===== src/sv/scr_pkg.sv =====
// ----------------------------------------------------------------------------
// scr_pkg
// Shared types and constants of the sticky channel reader: item layouts,
// command kinds, buffer geometry and configuration register indexes.
// ----------------------------------------------------------------------------
package scr_pkg;

    // Buffer geometry.
    localparam int CHANNELS     = 4;
    localparam int BUFFER_DEPTH = 2048;
    localparam int CH_W         = 2;
    localparam int IDX_W        = $clog2(BUFFER_DEPTH);
    localparam int FILL_W       = IDX_W + 1;
    localparam int MEM_DEPTH    = CHANNELS * BUFFER_DEPTH;
    localparam int MEM_AW       = $clog2(MEM_DEPTH);

    // Field and register widths.
    localparam int BYTE_W   = 8;
    localparam int TICK_W   = 8;
    localparam int THRESH_W = 12;
    localparam int CFG_IW   = 1;
    localparam int CFG_DW   = 12;

    // Reset values of the configuration registers.
    localparam logic [THRESH_W-1:0] THRESH_RESET = THRESH_W'(256);
    localparam logic [TICK_W-1:0]   LIMIT_RESET  = TICK_W'(20);
    localparam logic [TICK_W-1:0]   TICK_MAX     = '1;

    // Configuration register indexes.
    localparam logic [CFG_IW-1:0] REG_EMPTY_THRESHOLD = 1'b0;
    localparam logic [CFG_IW-1:0] REG_IDLE_LIMIT      = 1'b1;

    // Opcodes of an input item.
    localparam logic [1:0] OP_PUSH = 2'd0;
    localparam logic [1:0] OP_POP  = 2'd1;
    localparam logic [1:0] OP_TICK = 2'd2;

    // Input item.
    typedef struct packed {
        logic [1:0]        opcode;
        logic [CH_W-1:0]   channel;
        logic [BYTE_W-1:0] byte_in;
    } t_in_item;

    // Result item.
    typedef struct packed {
        logic              got_byte;
        logic [BYTE_W-1:0] byte_out;
        logic [CH_W-1:0]   channel_out;
        logic              flow_release;
        logic              flushed;
        logic              dropped;
    } t_out_item;

    // Classified command handed from the front to the engine.
    typedef enum logic [1:0] {
        K_NOP,
        K_PUSH,
        K_POP,
        K_TICK
    } t_kind;

    typedef struct packed {
        t_kind             kind;
        logic [CH_W-1:0]   channel;
        logic [BYTE_W-1:0] data;
    } t_cmd;

    // Configuration write.
    typedef struct packed {
        logic              we;
        logic [CFG_IW-1:0] idx;
        logic [CFG_DW-1:0] data;
    } t_cfg_wr;

endpackage


===== src/sv/scr_res_queue.sv =====
// ----------------------------------------------------------------------------
// scr_res_queue
// Two-entry queue of result items between the engine and the result port.
// ----------------------------------------------------------------------------
module scr_res_queue import scr_pkg::*; (
    input  logic      i_clk,
    input  logic      i_rst_n,
    input  logic      i_wr,
    input  t_out_item i_item,
    output logic      o_space,
    output logic      o_empty,
    output t_out_item o_item,
    input  logic      i_pop
);

    t_out_item  r_q [2];
    logic       r_head;
    logic       r_tail;
    logic [1:0] r_cnt;
    logic [1:0] n_cnt;
    logic       deq;

    assign o_space = (r_cnt != 2'd2);
    assign o_empty = (r_cnt == 2'd0);
    assign o_item  = r_q[r_head];
    assign deq     = i_pop && !o_empty;

    always_comb begin
        n_cnt = r_cnt;
        if (i_wr && !deq) begin
            n_cnt = r_cnt + 2'd1;
        end else if (deq && !i_wr) begin
            n_cnt = r_cnt - 2'd1;
        end
    end

    // Queue storage.
    always_ff @(posedge i_clk) begin
        if (i_wr) begin
            r_q[r_tail] <= i_item;
        end
    end

    // Queue pointers and count.
    always_ff @(posedge i_clk) begin
        if (!i_rst_n) begin
            r_head <= 1'b0;
            r_tail <= 1'b0;
            r_cnt  <= 2'd0;
        end else begin
            if (i_wr) begin
                r_tail <= ~r_tail;
            end
            if (deq) begin
                r_head <= ~r_head;
            end
            r_cnt <= n_cnt;
        end
    end

endmodule


===== config.mk =====
export PLATFORM = sky130hd
export DESIGN_NAME = scr_res_queue
export DESIGN_NICKNAME = d
export VERILOG_FILES = /design/src/sv/scr_pkg.sv /design/src/sv/scr_res_queue.sv
export SDC_FILE = /design/constraint.sdc
export NUM_CORES = 1
export LEC_CHECK = 0
export ABC_AREA = 1
export BUFFER_PORTS_ARGS = -buffer_cell sky130_fd_sc_hd__buf_2
export CAP_MARGIN = 5
export CORE_AREA = 4 4 61 63
export DETAILED_ROUTE_END_ITERATION = 8
export DIE_AREA = 0 0 65 67
export PLACE_DENSITY = 0.7
export SYNTH_ARGS = -nofsm -noshare
export SYNTH_HDL_FRONTEND = slang
export SYNTH_SLANG_ARGS = --single-unit

===== constraint.sdc =====
create_clock -name i_clk -period 3.2 [get_ports i_clk]
set_input_delay 0.48 -clock i_clk [delete_from_list [all_inputs] [get_ports i_clk]]
set_output_delay 0.48 -clock i_clk [all_outputs]
set_load 0.05 [all_outputs]

==> results of run 1 <==
worst register-to-register path: stages, from the launching register on:
cell and delay, ps:
dfxtp_1 390, nor2_1 90, nor2_1 190, inv_1 70
ha_1 310, inv_1 90, nand3_1 80, nand2_1 60
inv_1 40, nor2_1 80
cell type report:
class / count / share of cell area (%)
clock buffers: 7 / 3.554
clock inverters: 1 / 1.939
inverters: 9 / 2.181
multi-input cells: 37 / 16.72
flip-flops and latches: 33 / 60.74
well taps: 46 / 3.716
repair buffers: 34 / 11.15
routing by layer:
layer	routed length, um	part of all wire (%)	up-vias	global-route usage [%]
met3	190	8.9	5	5.902
met2	1041	49	28	19.80
met4	34	1.6	0	4.749
li1	-	-	358	-
met1	862	41	347	12.07
met5	0	0	-	0
cells in the mapped netlist, drive strengths merged:
cell type | instances | area [um^2]
a21oi | 1 | 5.000
buf | 1 | 11.26
inv | 9 | 33.78
dfxtp | 5 | 100.1
nand4 | 1 | 6.260
nor2 | 9 | 33.78
nand3 | 1 | 5.000
ha | 1 | 12.51
o21ai | 1 | 5.000
mux2 | 14 | 157.7
nand2 | 9 | 33.78
edfxtp | 28 | 840.8
sequential cells by signal, summed over array words and instances, names as in the netlist, named ones only:
signal and count:
r_head 1, r_tail 1, r_cnt 2, r_q 28
final timing paths:
check	startpoint	end	slack (ps)	cells past startpoint
worst max-delay path	flop	o_item[0]	1060	2
worst min-delay path	i_item[3]	r_q[1][3]$_DFFE_PP_	340	1
worst max register to register	r_cnt[1]$_SDFFE_PN0P_	r_cnt[1]$_SDFFE_PN0P_	1760	9
worst min register to register	r_tail$_SDFFE_PN0P_	r_tail$_SDFFE_PN0P_	520	2
stage by stage:
stage          area [um^2]  hold WS (ps)  utilization, %
6_report              1549         335.1           47.93
5_1_grt               1549         302.1           47.93
3_3_place_gp          1464         477.8           45.30
3_5_place_dp          1464         491.2           45.30
4_1_cts               1549         326.2           47.93
2_1_floorplan         1245         466.9               -
power breakdown:
group	switching, mW	internal [mW]	leakage [nW]
clock network	0.133	0.187	0.0455
registers	0.0200	0.497	0.304
logic	0.159	0.0659	0.279
total	0.312	0.750	0.629
logic make-up (layout without fill, tap and decap cells):
logic type | Yosys count | in the layout
AO/OA/AOI/OAI | 2 | 2
adder cells (fa/ha/maj) | 1 | 1
buffers and inverters | 10 | 51
flip-flops | 33 | 33
multiplexers | 14 | 14
AND/OR/NAND/NOR | 20 | 20
==> impl_metrics.toml, run 1 <==
[die]
start_util_pct = 38.52
die_area_um2 = 4355
io_pins = 34
num_rows = 21
die_w_um = 65
die_y_um = 67
core_area_um2 = 3232

[routing]
drc = 0
postRouteWirelength_um = 2128
drt_iter0_markers = 23
via_per_inst = 4.419
drtPass1Iterations = 4
wl_per_cell_um = 12.74
ant_nets = 0
vias = 738

[cts]
clk_pin_slew_ps = 100
clock-sinks = 33
clockBufferDepth = 2
cts_hold_buf = 0
cts_root_buf = "clkbuf_4"
htree_levels = 2
cts_tree = "yes"
cts_made_buffers = 5
cts-resized-gates = 0
post_cts_buffers = 0
clkLatencyLatePin_ps = 330

[synth]
synth-simple-area-share_pct = 6.332
yosys_warnings = 0
yosysUniqueCellTypes = 12
synth_top_family_by_area = "multiplexers"
synth-compound-area-share_pct = 0.8040
synth_xor_area_share_pct = 0
syn_area_per_cell_um2 = 15.56
ys_seq_area_share_pct = 75.58
syn_area_um2 = 1245
synthesis.nets = 99
synth.mux.area_fraction_pct = 12.66
synthAdderAreaFrac_pct = 1.005
yosys_register_bits = 33
syn_inst = 80

[placement]
post-place-ws_ps = 1378
place_inst = 159
dp_hpwl_um = 1500
port_buffers = 33
place.gp.congestion = 0.5854

[setup_path]
critPathLaunchType = "flop"
critPathMaxStageDelay_ps = 720
cp.buffers_inverters = 1
worst-path-max-fanout = 14
crit_family = "flip-flops"
cp.required_ps = 2720
cp-end-kind = "primary output"
worstPathArrival_ps = 1660
path_cells = "mux2_2 > buf_2"
path_class = "reg -> out"
critPathSlowestCell = "dfxtp_1"

[run_status]
status = "finished clean"

[timing]
period_share_pct = 66.93
fin_tns_setup_ps = 0
tightest_slew_ps = 621.6
slew_headroom_pct = 58.41
fin_crit_ps = 2142
hold_viol_final = 0
rsz0062_at_grt = "false"
fin_worst_skew_ps = 6.482
final_max_slew_viol_count = 0
fin_ws_ps = 1058
setup_viol = 0
max_freq_mhz = 466.9

[power_and_ir_drop]
power.density_nw_per_um2 = 685.3
leakage_nw = 0.6289
max-vdd-ir-drop_uv = 361.1
p_total_mw = 1.062

[global_route]
antenna_found_initial = 0
grt_usage_pct = 11.62
grt_max_degree = 15
gr-total-overflow = 0
grt_pass1_vias = 794
grt_pass1_wl_um = 3567

[finish]
final_common_cell = "buf_2"
syn2layout_area_growth_pct = 24.42
final_cell_mix = "buf_2, edfxtp_1, mux2_2"
nets = 139
fillCellCount = 309
multiInputGateArea_um2 = 259.0
fin_cells = 167
layout-drive-gt1-share_pct = 45.45
antennaDiodeCount = 0
register_area_um2 = 940.9

[job]
maxCapViolations = 0

[min_path]
hp-class = "in -> reg"
Note: power is estimated with default switching activity, not from simulation.
==> run 2: changes to the inputs <==
Settings changed: PLACE_DENSITY 0.7 to 0.73.
Clock period 3.2 ns to 1.8 ns, I/O delays scaled along.
==> impl_metrics.toml, run 2 (synthesis results as in run 1) <==
[run_status]
status = "finished clean"

[routing]
via_per_inst = 4.536
drt_iter0_markers = 14
vias = 762
ant_nets = 0
drc = 0
drtPass1Iterations = 4
wl_per_cell_um = 12.73
postRouteWirelength_um = 2138

[setup_path]
path_depth = 3
worst-path-max-fanout = 9
rrSetupSlack_ps = 350
rr_worst_depth = 8
critPathMaxStageDelay_ps = 350
r2r_end = "r_cnt[1]$_SDFFE_PN0P_"
cp-end-kind = "primary output"
critPathLaunchType = "flop"
path_cells = "buf_4 > mux2_2 > buf_2"
cp.buffers_inverters = 2
worstPathArrival_ps = 1390
crit_family = "buffers and inverters"
path_class = "reg -> out"
r2r-start = "r_cnt[1]$_SDFFE_PN0P_"
critPathSlowestCell = "mux2_2"
crit_end = "o_item[12]"
cp.required_ps = 1530

[job]
maxCapViolations = 0

[min_path]
hp-class = "in -> reg"
hold_depth = 1

[timing]
tightest_slew_ps = 548.6
setup_viol = 0
max_freq_mhz = 601.6
fin_tns_setup_ps = 0
fin_worst_skew_ps = 3.825
hold_viol_final = 0
final_max_slew_viol_count = 0
period_share_pct = 92.35
rsz0062_at_grt = "false"
slew_headroom_pct = 63.39
fin_crit_ps = 1662

[die]
num_rows = 21
start_util_pct = 38.52
die_w_um = 65
io_pins = 34
die_area_um2 = 4355
die_y_um = 67
core_area_um2 = 3232

[finish]
regMostFlops = "r_q"
antennaDiodeCount = 0
nets = 141
syn2layout_area_growth_pct = 22.61
final_common_cell = "buf_2"
fillCellCount = 307
largest_register_ffs = 28
final_util_pct = 47.23
layout-drive-gt1-share_pct = 45.90
top_regs = "r_q (28), r_cnt (2)"
final_cell_mix = "buf_2, edfxtp_1, mux2_2, inv_1, nand2_1"
fin_cells = 168

[cts]
cts_tree = "yes"
clock-sinks = 33
cts-resized-gates = 0
htree_levels = 2
cts_hold_buf = 0
post_cts_buffers = 0
clkLatencyLatePin_ps = 320
clockBufferDepth = 2
clk_pin_slew_ps = 90
cts_made_buffers = 5
cts_root_buf = "clkbuf_4"

[global_route]
grt_pass1_vias = 702
gr-total-overflow = 0
grt_usage_pct = 10.53
antenna_found_initial = 0
grt_pass1_wl_um = 3222
grt_max_degree = 15

[placement]
place_inst = 161
place.gp.congestion = 0.6243
port_buffers = 33
dp_hpwl_um = 1608

[power_and_ir_drop]
leakage_nw = 0.6200
max-vdd-ir-drop_uv = 519.9
power.density_nw_per_um2 = 1108
[run 2: metal layers]
metal  up-vias  wire [um]  track usage (%)
li1        366          -                -
met1       356        807            10.90
met2        37       1091            17.75
met3         3        218            5.902
met4         0         21            3.958
met5         -          0                0
[run 2: power by group]
part	internal, mW	switching (mW)	total, mW
logic	0.127	0.302	0.429
registers	0.884	0.0206	0.904
clock network	0.142	0.217	0.358
[run 2: stage by stage]
step / power, mW / setup slack (ps) / hold WS (ps) / cell area, um^2
floorplan: 1.247 / 226.3 / 368.9 / 1247
global placement: 1.336 / 483.4 / 459.7 / 1481
detailed placement: 1.356 / 360.9 / 465.8 / 1481
CTS: 1.719 / 100.9 / 118.4 / 1526
global route: 1.776 / 51.50 / 106.9 / 1526
finish: 1.692 / 137.8 / 137.5 / 1526
[run 2: cell type report]
class	instances	area (um^2)	share of cell area, %
Clock buffer	6	41.29	2.705
Sequential cell	33	940.9	61.64
Timing Repair Buffer	36	187.7	12.30
Clock inverter	1	3.754	0.2459
Inverter	9	33.78	2.213
Multi-Input combinational cell	37	261.5	17.13
Tap cell	46	57.56	3.771
[run 2: worst min-delay path by stage]
stage                     endpoint  slack (ps)      start
2_1_floorplan  r_q[0][0]$_DFFE_PP_         370  i_item[0]
3_3_place_gp   r_q[0][7]$_DFFE_PP_         460  i_item[7]
3_5_place_dp   r_q[0][0]$_DFFE_PP_         470  i_item[0]
4_1_cts        r_q[0][3]$_DFFE_PP_         120  i_item[3]
5_1_grt        r_q[0][0]$_DFFE_PP_         110  i_item[0]
6_report       r_q[0][3]$_DFFE_PP_         140  i_item[3]
