## config.mk

```make
export PLATFORM = sky130hd
export DESIGN_NAME = scr_front
export DESIGN_NICKNAME = d
export VERILOG_FILES = /design/src/sv/scr_pkg.sv /design/src/sv/scr_front.sv
export SDC_FILE = /design/constraint.sdc
export NUM_CORES = 1
export LEC_CHECK = 0
export ABC_AREA = 1
export ABC_CLOCK_PERIOD_IN_PS = 1980
export BUFFER_PORTS_ARGS = -buffer_cell sky130_fd_sc_hd__buf_4
export CAP_MARGIN = 20
export CORE_MARGIN = 4
export CORE_UTILIZATION = 35
export DETAILED_ROUTE_END_ITERATION = 10
export PLACE_DENSITY = 0.53
export SYNTH_ARGS = -nofsm -noshare
export SYNTH_HDL_FRONTEND = slang
export SYNTH_SLANG_ARGS = --single-unit
```

## constraint.sdc

```tcl
create_clock -name i_clk -period 1.98 [get_ports i_clk]
set_input_delay 0 -clock i_clk [delete_from_list [all_inputs] [get_ports i_clk]]
set_output_delay 0 -clock i_clk [all_outputs]
set_load 0.02 [all_outputs]
```

## src/sv/scr_pkg.sv

```systemverilog
// ----------------------------------------------------------------------------
// scr_pkg
// Shared types and constants of the sticky channel reader: item layouts,
// command kinds, buffer geometry and configuration register indexes.
// ----------------------------------------------------------------------------
package scr_pkg;

    // Buffer geometry.
    localparam int CHANNELS     = 4;
    localparam int BUFFER_DEPTH = 2048;
    localparam int CH_W         = 2;
    localparam int IDX_W        = $clog2(BUFFER_DEPTH);
    localparam int FILL_W       = IDX_W + 1;
    localparam int MEM_DEPTH    = CHANNELS * BUFFER_DEPTH;
    localparam int MEM_AW       = $clog2(MEM_DEPTH);

    // Field and register widths.
    localparam int BYTE_W   = 8;
    localparam int TICK_W   = 8;
    localparam int THRESH_W = 12;
    localparam int CFG_IW   = 1;
    localparam int CFG_DW   = 12;

    // Reset values of the configuration registers.
    localparam logic [THRESH_W-1:0] THRESH_RESET = THRESH_W'(256);
    localparam logic [TICK_W-1:0]   LIMIT_RESET  = TICK_W'(20);
    localparam logic [TICK_W-1:0]   TICK_MAX     = '1;

    // Configuration register indexes.
    localparam logic [CFG_IW-1:0] REG_EMPTY_THRESHOLD = 1'b0;
    localparam logic [CFG_IW-1:0] REG_IDLE_LIMIT      = 1'b1;

    // Opcodes of an input item.
    localparam logic [1:0] OP_PUSH = 2'd0;
    localparam logic [1:0] OP_POP  = 2'd1;
    localparam logic [1:0] OP_TICK = 2'd2;

    // Input item.
    typedef struct packed {
        logic [1:0]        opcode;
        logic [CH_W-1:0]   channel;
        logic [BYTE_W-1:0] byte_in;
    } t_in_item;

    // Result item.
    typedef struct packed {
        logic              got_byte;
        logic [BYTE_W-1:0] byte_out;
        logic [CH_W-1:0]   channel_out;
        logic              flow_release;
        logic              flushed;
        logic              dropped;
    } t_out_item;

    // Classified command handed from the front to the engine.
    typedef enum logic [1:0] {
        K_NOP,
        K_PUSH,
        K_POP,
        K_TICK
    } t_kind;

    typedef struct packed {
        t_kind             kind;
        logic [CH_W-1:0]   channel;
        logic [BYTE_W-1:0] data;
    } t_cmd;

    // Configuration write.
    typedef struct packed {
        logic              we;
        logic [CFG_IW-1:0] idx;
        logic [CFG_DW-1:0] data;
    } t_cfg_wr;

endpackage

```

## src/sv/scr_front.sv

```systemverilog
// ----------------------------------------------------------------------------
// scr_front
// Accepts input items, classifies them into commands and holds them in a
// two-entry queue until the engine takes them.
// ----------------------------------------------------------------------------
module scr_front import scr_pkg::*; (
    input  logic     i_clk,
    input  logic     i_rst_n,
    input  logic     i_push,
    input  t_in_item i_item,
    output logic     o_full,
    output logic     o_cmd_valid,
    output t_cmd     o_cmd,
    input  logic     i_cmd_take
);

    t_cmd       r_q [2];
    logic       r_head;
    logic       r_tail;
    logic [1:0] r_cnt;
    logic [1:0] n_cnt;
    t_cmd       cls;
    logic       enq;
    logic       deq;

    // Classify the incoming item.
    always_comb begin
        cls.channel = i_item.channel;
        cls.data    = i_item.byte_in;
        unique case (i_item.opcode)
            OP_PUSH: cls.kind = K_PUSH;
            OP_POP:  cls.kind = K_POP;
            OP_TICK: cls.kind = K_TICK;
            default: cls.kind = K_NOP;
        endcase
    end

    assign o_full      = (r_cnt == 2'd2);
    assign enq         = i_push && !o_full;
    assign deq         = i_cmd_take && (r_cnt != 2'd0);
    assign o_cmd_valid = (r_cnt != 2'd0);
    assign o_cmd       = r_q[r_head];

    always_comb begin
        n_cnt = r_cnt;
        if (enq && !deq) begin
            n_cnt = r_cnt + 2'd1;
        end else if (deq && !enq) begin
            n_cnt = r_cnt - 2'd1;
        end
    end

    // Queue storage.
    always_ff @(posedge i_clk) begin
        if (enq) begin
            r_q[r_tail] <= cls;
        end
    end

    // Queue pointers and count.
    always_ff @(posedge i_clk) begin
        if (!i_rst_n) begin
            r_head <= 1'b0;
            r_tail <= 1'b0;
            r_cnt  <= 2'd0;
        end else begin
            if (enq) begin
                r_tail <= ~r_tail;
            end
            if (deq) begin
                r_head <= ~r_head;
            end
            r_cnt <= n_cnt;
        end
    end

endmodule

```

==> results of run 1 <==
-- tightest hold or removal path, stage by stage --
cell,delay [ns]
buf_4,0.08
o21ai_2,0.07
o21ai_1,0.12
nor2_1,0.04
-- cells in the final DEF (no fill, tap or decap), drive strengths merged --
cell type | synthesis | final
nand2 | 7 | 7
dlygate4sd3 | 0 | 11
clkbuf | 0 | 5
inv | 10 | 10
mux2 | 12 | 12
clkinv | 0 | 3
nand3 | 1 | 1
nand4 | 1 | 1
edfxtp | 24 | 24
o21a | 1 | 1
ha | 4 | 4
buf | 1 | 32
nor2 | 11 | 11
a21oi | 1 | 1
o21ai | 3 | 3
dfxtp | 5 | 5
-- logic make-up after synthesis --
logic type,share of synthesized area [%]
muxes,14.33
AOI/OAI and AO/OA,2.595
and+or+nand+nor,6.750
DFF,68.12
buffers and inverters,4.050
adders and majority gates,4.154
-- flip-flops by register name (all words and copies together), names as in the netlist, named ones only --
name,count
r_cnt,2
r_q,24
r_tail,1
r_head,1
-- power groups by stage --
stage               clock network, mW  registers (mW)  logic [mW]
floorplan                           0           0.831       0.458
global route                    0.361           0.852       0.745
CTS                             0.332           0.836       0.693
global placement                    0           0.847       0.665
detailed placement                  0           0.850       0.674
finish                          0.318           0.835       0.682
-- worst max path at each step --
stage | startpoint | cells after the start | end
finish | register | 3 | o_cmd[9]
global route | register | 3 | o_cmd[9]
CTS | register | 3 | o_cmd[9]
detailed placement | r_cnt[1] | 9 | r_cnt[1]
global placement | r_cnt[1] | 9 | r_cnt[1]
floorplan | r_cnt[0] | 2 | r_q[1][0]
-- area by class of cell --
class / instances / area share (%)
Inverter: 10 / 2.273
Tap cell: 46 / 3.485
Sequential cell: 29 / 49.70
Clock buffer: 5 / 2.273
Multi-Input combinational cell: 41 / 20.30
Clock inverter: 3 / 0.7576
Timing Repair Buffer: 43 / 21.21
-- metal layers --
metal	routed length, um	up-vias	global-route usage (%)	part of all wire, %
met5	0	-	0	0
met4	29	0	5.330	1.5
li1	-	379	-	-
met1	964	315	11.79	50
met3	122	5	5.228	6.3
met2	810	24	15.10	42
-- through the flow --
step                utilization [%]  worst slack [ns]  hold WS (ns)
floorplan                         -            0.5609       0.09887
global route                  49.49            0.2485       0.06194
CTS                           49.49            0.3282       0.02893
global placement              44.69            0.6463        0.1849
detailed placement            44.69            0.5995        0.1901
finish                        49.49            0.3523       0.04792
-- repair_timing --
action                     CTS  global route
hold endpoints to repair    25             0
hold buffers                11             0
setup endpoints to repair    0             0
==> metrics.md, run 1 <==
| Metric | Value |
|---|---|
| Status | finished, final reports clean |
| Final non-filler cell total | 177 |
| DRT Pass-1 Iters | 2 |
| IO Port Bufs | 29 |
| Worst hold path class | in -> reg |
| F_max | 0.6143 GHz |
| Placed instance count | 158 |
| Worst hold path cell count | 4 |
| Crit path kind | reg -> out |
| Detailed-route wire length per cell | 10.89 um |
| CTS sink cnt | 29 |
| Arr. time, crit path | 1.63 ns |
| Vias per cell | 4.085 |
| CP max stage cell | dfxtp_1 |
| Initial antenna violation count | 0 |
| Routability cong. | 0.8081 |
| Clock Latency Late Sink | 0.31 ns |
| Sw frac | 32.51% |
| # setup viols final | 0 |
| Top FF cell, synth | edfxtp_1 |
| Area share of the largest cell type after synthesis | 59.81% |
| CP endpoint kind | primary output |
| Count leader, synth | edfxtp_1 |
| Multi-input gate area | 335.3 sq um |
| R2r setup slk | 0.58 ns |
| Area Growth Syn to Fin | 37.07% |
| Area occupied by registers | 820.8 sq um |
| Core area | 0.003337 sq mm |
| Post-detailed-route count of antenna-violating nets | 0 |
| Psw | 0.5966 mW |
| Post-Syn Nets | 101 |
| Pwr Density | 1111 mW/mm^2 |
| Crit path cell chain | buf_4, mux2_2, buf_4 |
| Worst flop-to-flop path endpoint | r_cnt[1] |
| Initial Util | 36.11% |
| Number of synthesized flops with an enable pin | 24 |
| Grt ovf | 0 |
| Crit share post-route | 82.21% |
| Largest net degree at the start of global routing | 13 |
| Leak Pwr | 0.7011 nW |
| Hold Path End | r_tail |
| Slew Viols, Final | 0 |
| Startpoint Class | register |
| FILL cells | 309 |
| MaxCap Viol Count | 0 |
| Die Ht | 66.68 um |
| Hold Vio Cnt, Final | 0 |
| Req. time, crit path | 1.98 ns |
| RR Startpoint | r_cnt[1] |
| Post-synth top area cell | edfxtp_1 |
| Crit-path leading delay family | flip-flops |
| Initial detailed-routing violation count | 10 |
| Slew headroom | 75.35% |
| Placement Cell Area | 0.001491 sq mm |
| Routed wire length | 1.927 mm |
| H-tree levels | 2 |
| First-pass GRT wire length | 3.153 mm |
| Comb power frac | 37.2% |
| Layout cells sized above 1 | 41.98% |
| DR vias | 723 |
| Ys async rst share | 0% |
| Seq cells post-synth | 29 |
| Yosys warns | 0 |
| Die area | 0.004446 sq mm |
| IO Count | 30 |
| # resized after CTS | 0 |
| Tmin final | 1.628 ns |
| # DRC | 0 |
| Share of total power in the clock network | 17.3% |
| DP HPWL | 1.369 mm |
| Gr usage total | 10.14% |
| Most used cell, CP | buf_4 |
| Sequential share of power | 45.5% |
| Unrepaired setup endpoints after global routing | no |
| Worst Path Max Fanout | 7 |
| CP bufs+invs | 2 |
| Sequential share of the synthesized area | 68.12% |
| FF-to-FF path depth | 9 |
| Layout net count | 150 |
| Synth cell count leaders | edfxtp_1 (24), nor2_1 (11), mux2_4 (10) |
| CTS Buffer Depth | 2 |
| Row cnt | 21 |
| Final total power | 1.835 mW |
| CP max stage delay | 0.55 ns |
| Internal power consumption | 1.239 mW |
| Post-Route Setup TNS | 0 ns |
| Synth cell types | 18 |
| Worst-path clk slew | 0.09 ns |
| Post-synthesis instance total | 81 |
| Synth area leaders | edfxtp_1 (60%), mux2_4 (12%), dfxtp_1 (8.3%), ha_1 (4.2%), nor2_1 (3.4%) |
| Diode count | 0 |
| Hold_sp | i_push |
| Setup bufs post-CTS | 0 |
| Clock buffer count from CTS | 5 |
| Worst-Margin Slew | 0.3693 ns |
| CTS tree | yes |
| Clock skew | 0.008346 ns |
| VDD IR max | 0.6536 mV |
| Synthesized area per cell | 14.88 sq um |
| Root Driver | clkbuf_4 |
| Post-Syn Area | 0.001205 sq mm |
| Vias in the first global route | 735 |
| Fin area | 0.001652 sq mm |
| Chip width | 66.68 um |
(Power assumes the default switching activity.)
==> inputs of run 2 (changes only) <==
--- a/config.mk
+++ b/config.mk
@@ -5,14 +5,14 @@
 export SDC_FILE = /design/constraint.sdc
 export NUM_CORES = 1
 export LEC_CHECK = 0
-export ABC_AREA = 1
-export ABC_CLOCK_PERIOD_IN_PS = 1980
+export ABC_AREA = 0
+export ABC_CLOCK_PERIOD_IN_PS = 1590
 export BUFFER_PORTS_ARGS = -buffer_cell sky130_fd_sc_hd__buf_4
 export CAP_MARGIN = 20
 export CORE_MARGIN = 4
 export CORE_UTILIZATION = 35
 export DETAILED_ROUTE_END_ITERATION = 10
-export PLACE_DENSITY = 0.53
+export PLACE_DENSITY = 0.54
 export SYNTH_ARGS = -nofsm -noshare
 export SYNTH_HDL_FRONTEND = slang
 export SYNTH_SLANG_ARGS = --single-unit
==> constraint.sdc (replaced) <==
create_clock -name i_clk -period 1.59 [get_ports i_clk]
set_input_delay 0 -clock i_clk [delete_from_list [all_inputs] [get_ports i_clk]]
set_output_delay 0 -clock i_clk [all_outputs]
set_load 0.02 [all_outputs]
==> run 2 against run 1 <==
Compared with the run above:
- clock skew is 0.00051 ns higher
- sequential power is 25% higher
- critical path depth is 4 higher
- setup slack worse by 0.27 ns
- highest routed layer unchanged
- combinational power is 36% higher
- largest cell class unchanged
- clock power is 18% higher
- power is 28% higher
==> metrics.md, run 2 <==
| Metric | Value |
|---|---|
| Status | finished, final reports clean (unchanged) |
| Root Driver | clkbuf_4 (unchanged) |
| Leak Pwr | 0.6566 nW (was 0.7011 nW) |
| H-tree levels | 2 (unchanged) |
| Post-Route Setup TNS | 0 ns (unchanged) |
| Final total power | 2.341 mW (was 1.835 mW) |
| Number of synthesized flops with an enable pin | 24 (unchanged) |
| Hold Vio Cnt, Final | 0 (unchanged) |
| Placed instance count | 145 (was 158) |
| Worst-path clk slew | 0.08 ns (was 0.09 ns) |
| CTS Buffer Depth | 2 (unchanged) |
| Diode count | 0 (unchanged) |
| Post-synth top area cell | edfxtp_1 (unchanged) |
| F_max | 0.6634 GHz |
| IO Port Bufs | 29 (unchanged) |
| Die Ht | 65.32 um (was 66.68 um) |
| Area Growth Syn to Fin | 42.22% (was 37.07%) |
| MaxCap Viol Count | 0 (unchanged) |
| Row cnt | 20 (was 21) |
| CTS sink cnt | 29 (unchanged) |
| Layout net count | 141 (was 150) |
| Placement Cell Area | 0.001448 sq mm (was 0.001491 sq mm) |
| Post-Syn Nets | 89 (was 101) |
| Routed wire length | 1.925 mm (was 1.927 mm) |
| Most frequent cells in the layout | buf_4 (35), edfxtp_1 (24), mux2_2 (12), dlygate4sd3_1 (11), clkbuf_4 (5) (was buf_4 (32), edfxtp_1 (24), nor2_1 (11), dlygate4sd3_1 (11), mux2_4 (10)) |
| Tmin final | 1.507 ns |
| Area share of the largest cell type after synthesis | 62.68% (was 59.81%) |
| Largest register FFs | 24 (unchanged) |
| Worst hold path cell count | 3 (was 4) |
| # DRC | 0 (unchanged) |
| Seq cells post-synth | 29 (unchanged) |
| Top FF cell, synth | edfxtp_1 (unchanged) |
| Yosys warns | 0 (unchanged) |
| Routability cong. | 0.6597 (was 0.8081) |
| Synth cell types | 21 (was 18) |
| Worst hold path class | in -> reg (unchanged) |
| Hold_sp | i_push (unchanged) |
| FF-to-FF path depth | 7 (was 9) |
| Hold Path End | r_tail (unchanged) |
| Worst-Margin Slew | 0.2402 ns (was 0.3693 ns) |
| Die area | 0.004266 sq mm (was 0.004446 sq mm) |
| FILL cells | 297 (was 309) |
| Grt ovf | 0 (unchanged) |
| Clock Latency Late Sink | 0.30 ns (was 0.31 ns) |
| Synth area leaders | edfxtp_1 (63%), mux2_2 (12%), dfxtp_1 (8.7%), ha_1 (4.4%), and2_1 (1.6%) (was edfxtp_1 (60%), mux2_4 (12%), dfxtp_1 (8.3%), ha_1 (4.2%), nor2_1 (3.4%)) |
| Vias per cell | 4.309 (was 4.085) |
| Final non-filler cell total | 165 (was 177) |
| Synthesized area per cell | 16.66 sq um (was 14.88 sq um) |
| Fin area | 0.001635 sq mm (was 0.001652 sq mm) |
| R2r setup slk | 0.08 ns (was 0.58 ns) |
| Core area | 0.003103 sq mm (was 0.003337 sq mm) |
| Synth cell count leaders | edfxtp_1 (24), mux2_2 (12), dfxtp_1 (5) (was edfxtp_1 (24), nor2_1 (11), mux2_4 (10)) |
| # setup viols final | 0 (unchanged) |
| Slew headroom | 83.88% (was 75.35%) |
| Largest regs | r_q (24), r_cnt (2) (unchanged) |
| DRT Pass-1 Iters | 4 (was 2) |
| Count leader, synth | edfxtp_1 (unchanged) |
| Post-Syn Area | 0.001150 sq mm (was 0.001205 sq mm) |
| IO Count | 30 (unchanged) |
| Post-synthesis instance total | 69 (was 81) |
| Final worst hold slack | 0.05737 ns (was 0.04792 ns) |
| Layout cells sized above 1 | 48.76% (was 41.98%) |
| Initial Util | 37.06% (was 36.11%) |
| Gr usage total | 10.52% (was 10.14%) |
| Startpoint Class | register (unchanged) |
| Largest Register | r_q (unchanged) |
| CP endpoint kind | register (was primary output) |
| Sequential share of the synthesized area | 71.38% (was 68.12%) |
| Worst flop-to-flop path endpoint | r_cnt[1] (unchanged) |
| Slew Viols, Final | 0 (unchanged) |
| DP HPWL | 1.357 mm (was 1.369 mm) |
| Chip width | 65.32 um (was 66.68 um) |
| Initial detailed-routing violation count | 23 (was 10) |
| Initial antenna violation count | 0 (unchanged) |
| Crit share post-route | 94.80% |
| RR Startpoint | r_cnt[0] (was r_cnt[1]) |
| Clock buffer count from CTS | 5 (unchanged) |
| Arr. time, crit path | 1.74 ns (was 1.63 ns) |
| First-pass GRT wire length | 3.215 mm (was 3.153 mm) |
| Pwr Density | 1432 mW/mm^2 (was 1111 mW/mm^2) |
| Vias in the first global route | 755 (was 735) |
| Ys async rst share | 0% (unchanged) |
| Req. time, crit path | 1.82 ns (was 1.98 ns) |
| Commonest non-fill, non-tap cell in the layout | buf_4 (unchanged) |
| Largest net degree at the start of global routing | 14 (was 13) |
| Worst Path Max Fanout | 5 (was 7) |
| Post-detailed-route count of antenna-violating nets | 0 (unchanged) |
| Crit path kind | reg -> reg (was reg -> out) |
| CTS tree | yes (unchanged) |
| DR vias | 711 (was 723) |
| Detailed-route wire length per cell | 11.67 um (was 10.89 um) |
| Clock skew | 0.008851 ns (was 0.008346 ns) |
| VDD IR max | 0.7988 mV (was 0.6536 mV) |
run 2: cell types whose count changed in the layout (fill, tap and decap cells not counted), sizes merged, moves of 2 or more:
cell,previous run,this run
nor2,11,3
nand2,7,0
inv,10,4
and2,0,3
buf,32,35
a21boi,0,2
clkinv,3,1
xnor2,0,2
run 2: worst max-delay path by stage:
stage / slack (ns) / from / cells after the start / to
final: 0.08 / r_cnt[0] / 7 / r_cnt[1]
after global routing: -0.006 / r_cnt[0] / 7 / r_cnt[1]
after CTS: 0.01 / r_cnt[0] / 6 / r_cnt[1]
after detailed placement: 0.03 / r_cnt[0] / 6 / r_cnt[1]
after global placement: 0.10 / r_cnt[0] / 6 / r_cnt[1]
after floorplan: 0.05 / r_cnt[0] / 3 / r_q[0][0]
run 2: worst max-delay path, cell delays in order, from the launching register on:
cell and delay (ns):
dfxtp_4 0.37, nand2b_4 0.15, inv_4 0.06, nor2_1 0.04, ha_2 0.18, xor2_1 0.15
or3_1 0.36, a21boi_1 0.14
run 2: layer usage:
layer	up-vias	wire length, um	GRT usage [%]
met5	-	0	0
met4	0	24	6.995
met3	2	124	4.957
met2	20	906	16.56
met1	333	869	11.17
li1	356	-	-
run 2: power by group:
part	switching, mW	internal, mW
Sequential	0.0650	0.975
Clock	0.216	0.160
Combinational	0.445	0.480
Total	0.726	1.62
run 2: repair_timing:
item / in CTS / in global routing
setup buffers: 0 / 2
setup endpoints to repair: 0 / 1
endpoints found under the hold margin: 25 / 0
resized for setup: 0 / 6
hold buffers: 11 / 0
run 2: through the flow:
step / worst slack (ns) / utilization [%]
floorplan: 0.04935 / -
global placement: 0.1020 / 46.65
detailed placement: 0.02894 / 46.65
CTS: 0.009715 / 51.65
global route: -0.005919 / 52.70
finish: 0.08261 / 52.70
run 2: logic make-up after synthesis:
kind of cell | after synthesis | synth area share [%]
flip-flops | 29 | 71.38
buffers and inverters | 5 | 1.740
adder cells (fa/ha/maj) | 4 | 4.353
AO/OA/AOI/OAI | 5 | 2.829
AND/OR/NAND/NOR | 11 | 5.660
multiplexers | 12 | 11.75
XOR/XNOR | 3 | 2.286
run 2: final cells by class:
cell class                 count  area (sq um)  area share (%)
clock buffer                   6         41.29           2.525
clock inverter                 1         3.754          0.2295
inverter                       4         17.52           1.071
multi-input combinational     35         319.1           19.51
sequential                    29         825.8           50.50
tap                           44         55.05           3.366
timing repair buffer          46         372.9           22.80
==> inputs of run 3 (changes only) <==
--- a/config.mk
+++ b/config.mk
@@ -9,6 +9,7 @@
 export ABC_CLOCK_PERIOD_IN_PS = 1590
 export BUFFER_PORTS_ARGS = -buffer_cell sky130_fd_sc_hd__buf_4
 export CAP_MARGIN = 20
+export CORE_ASPECT_RATIO = 1.1
 export CORE_MARGIN = 4
 export CORE_UTILIZATION = 35
 export DETAILED_ROUTE_END_ITERATION = 10
==> run 3 against run 2 <==
Compared with the run above:
- clock power rose by 18%
- maximum frequency about the same
- via count decreased by 1.8%
- first-iteration DRC count shrank 39%
- die area about the same
- sequential share of layout area increased by 0.31 points
- sequential cell count unchanged
- register-to-register slack is essentially flat
- final cell count fell by 6.1%
- clock-buffer cell count is the same
- combinational power fell by 3.1%
- critical path type unchanged
- critical endpoint unchanged
- largest power group unchanged
==> metrics.md, run 3 (synthesis results as in run 2) <==
| Metric | Value |
|---|---|
| Grt ovf | 0 (unchanged) |
| Die area | 0.004267 sq mm (was 0.004266 sq mm) |
| Psw | 0.7323 mW (was 0.7258 mW) |
| DRT Pass-1 Iters | 4 (unchanged) |
| Worst-Margin Slew | 0.2259 ns (was 0.2402 ns) |
| Area occupied by registers | 825.8 sq um (unchanged) |
| # DRC | 0 (unchanged) |
| Routability cong. | 0.7188 (was 0.6597) |
| Unrepaired setup endpoints after global routing | no |
| Initial detailed-routing violation count | 14 (was 23) |
| Gr usage total | 10.68% (was 10.52%) |
| Area Growth Syn to Fin | 41.35% (was 42.22%) |
| CP endpoint kind | register (unchanged) |
| # setup viols final | 0 (unchanged) |
| Clock buffer count from CTS | 5 (unchanged) |
| Commonest non-fill, non-tap cell in the layout | buf_4 (unchanged) |
| First-pass GRT wire length | 3.374 mm (was 3.215 mm) |
| Comb power frac | 37.7% (was 39.5%) |
| Die Ht | 68.12 um (was 65.32 um) |
| Worst hold path class | in -> reg (unchanged) |
| Crit share post-route | 94.89% (was 94.80%) |
| Post-Route Setup TNS | 0 ns (unchanged) |
| Arr. time, crit path | 1.74 ns (about the same) |
| IO Port Bufs | 29 (unchanged) |
| Vias per cell | 4.503 (was 4.309) |
| Largest Register | r_q (unchanged) |
| CTS sink cnt | 29 (unchanged) |
| Routed wire length | 1.920 mm (was 1.925 mm) |
| CP max stage delay | 0.36 ns (was 0.37 ns) |
| Diode count | 0 (unchanged) |
| Share of total power in the clock network | 18.6% (was 16.1%) |
| Vias in the first global route | 753 (was 755) |
| Row cnt | 21 (was 20) |
| Internal power consumption | 1.644 mW (was 1.616 mW) |
| Pwr Density | 1462 mW/mm^2 (was 1432 mW/mm^2) |
| Most frequent cells in the layout | buf_4 (34), edfxtp_1 (24), mux2_2 (12), dlygate4sd3_1 (11), clkbuf_4 (5) (was buf_4 (35), edfxtp_1 (24), mux2_2 (12), dlygate4sd3_1 (11), clkbuf_4 (5)) |
| Leak Pwr | 0.6630 nW (was 0.6566 nW) |
| Clock skew | 0.007949 ns (was 0.008851 ns) |
| IO Count | 30 (unchanged) |
| Clock Latency Late Sink | 0.31 ns (was 0.30 ns) |
| Crit path cell chain | nand2b_4, inv_2, nor2_1, ha_1, or3_1, a21boi_1 (was nand2b_4, inv_4, nor2_1, ha_2, xor2_1, or3_1, a21boi_1) |
| Largest net degree at the start of global routing | 13 (was 14) |
| Post-detailed-route count of antenna-violating nets | 0 (unchanged) |
| Initial Util | 37.09% (was 37.06%) |
| Core area | 0.003100 sq mm (was 0.003103 sq mm) |
| Req. time, crit path | 1.82 ns (about the same) |
| Worst-path clk slew | 0.09 ns (was 0.08 ns) |
| Layout net count | 140 (was 141) |
| Crit path kind | reg -> reg (unchanged) |
| Largest register FFs | 24 (unchanged) |
| Worst Path Max Fanout | 4 (was 5) |
| Layout cells sized above 1 | 48.76% (unchanged) |
| H-tree levels | 2 (unchanged) |
| Sw frac | 30.82% (was 31.00%) |
| Status | finished, final reports clean (unchanged) |
| Detailed-route wire length per cell | 12.39 um (was 11.67 um) |
| Final worst setup slack | 0.08121 ns (was 0.08261 ns) |
| Startpoint Class | register (unchanged) |
| Tmin final | 1.509 ns (was 1.507 ns) |
| FILL cells | 306 (was 297) |
| DR vias | 698 (was 711) |
| Worst setup slack after placement | 0.01663 ns (was 0.02894 ns) |
| Slew Viols, Final | 0 (unchanged) |
| Slew headroom | 84.84% (was 83.88%) |
| Initial antenna violation count | 0 (unchanged) |
| Largest regs | r_q (24), r_cnt (2) (unchanged) |
| Chip width | 62.65 um (was 65.32 um) |
| Sequential share of power | 43.6% (was 44.4%) |
| Root Driver | clkbuf_4 (unchanged) |
| F_max | 0.6628 GHz (was 0.6634 GHz) |
| MaxCap Viol Count | 0 (unchanged) |
| Multi-input gate area | 316.6 sq um (was 319.1 sq um) |
| CTS tree | yes (unchanged) |
| DP HPWL | 1.397 mm (was 1.357 mm) |
| VDD IR max | 0.7602 mV (was 0.7988 mV) |
| CTS Buffer Depth | 2 (unchanged) |
| Hold Vio Cnt, Final | 0 (unchanged) |
| CP max stage cell | dfxtp_4 (unchanged) |
run 3: worst paths after layout:
| path | start | endpoint | slack (ns) | cells after the start |
|---|---|---|---|---|
| worst max register to register | r_cnt[0] | r_cnt[1] | 0.08 | 6 |
| worst min register to register | r_cnt[1] | r_cnt[1] | 0.54 | 2 |
| worst min-delay path | i_push | r_tail | 0.04 | 3 |
| worst max-delay path | r_cnt[0] | r_cnt[1] | 0.08 | 6 |
run 3: what timing repair did:
action,CTS,global route
pin swaps,0,2
cloned,0,0
resized for setup,1,3
endpoints found under the setup margin,1,1
hold buffers,11,0
setup buffers,0,1
hold endpoints to repair,25,0
run 3: worst max-delay path, delay by kind of cell, from the launching register on:
family,cells,cell delay [ns]
and+or+nand+nor,3,0.54
DFF,1,0.36
adders and majority gates,1,0.32
AOI/OAI and AO/OA,1,0.14
buffers and inverters,1,0.07
run 3: power groups by stage:
stage	logic, mW	clock network (mW)	registers, mW
3_3_place_gp	0.850	0	1.04
5_1_grt	0.987	0.509	1.05
3_5_place_dp	0.859	0	1.05
2_1_floorplan	0.538	0	1.03
4_1_cts	0.884	0.467	1.03
6_report	0.896	0.443	1.04
run 3: cell type report:
| type | instances | share of cell area (%) |
|---|---|---|
| clock buffer | 6 | 3.156 |
| tap | 34 | 2.617 |
| inverter | 4 | 0.9238 |
| multi-input combinational | 35 | 19.48 |
| sequential | 29 | 50.81 |
| timing repair buffer | 45 | 22.48 |
| clock inverter | 2 | 0.5389 |
run 3: per-stage QoR:
stage / hold slack [ns] / instance area (sq um) / std cells / power, mW / utilization [%]
2_1_floorplan: 0.09887 / 1150 / 69 / 1.565 / -
3_3_place_gp: 0.1856 / 1435 / 135 / 1.892 / 46.29
3_5_place_dp: 0.1907 / 1435 / 135 / 1.905 / 46.29
4_1_cts: 0.03071 / 1607 / 154 / 2.383 / 51.82
5_1_grt: 0.03424 / 1625 / 155 / 2.550 / 52.42
6_report: 0.04213 / 1625 / 155 / 2.376 / 52.42
run 3: metal layers:
layer	wire length [um]	share of wire (%)	track usage, %
met4	39	2.0	4.959
met5	0	0	0
met2	974	51	17.44
met3	151	7.9	5.747
met1	754	39	11.56
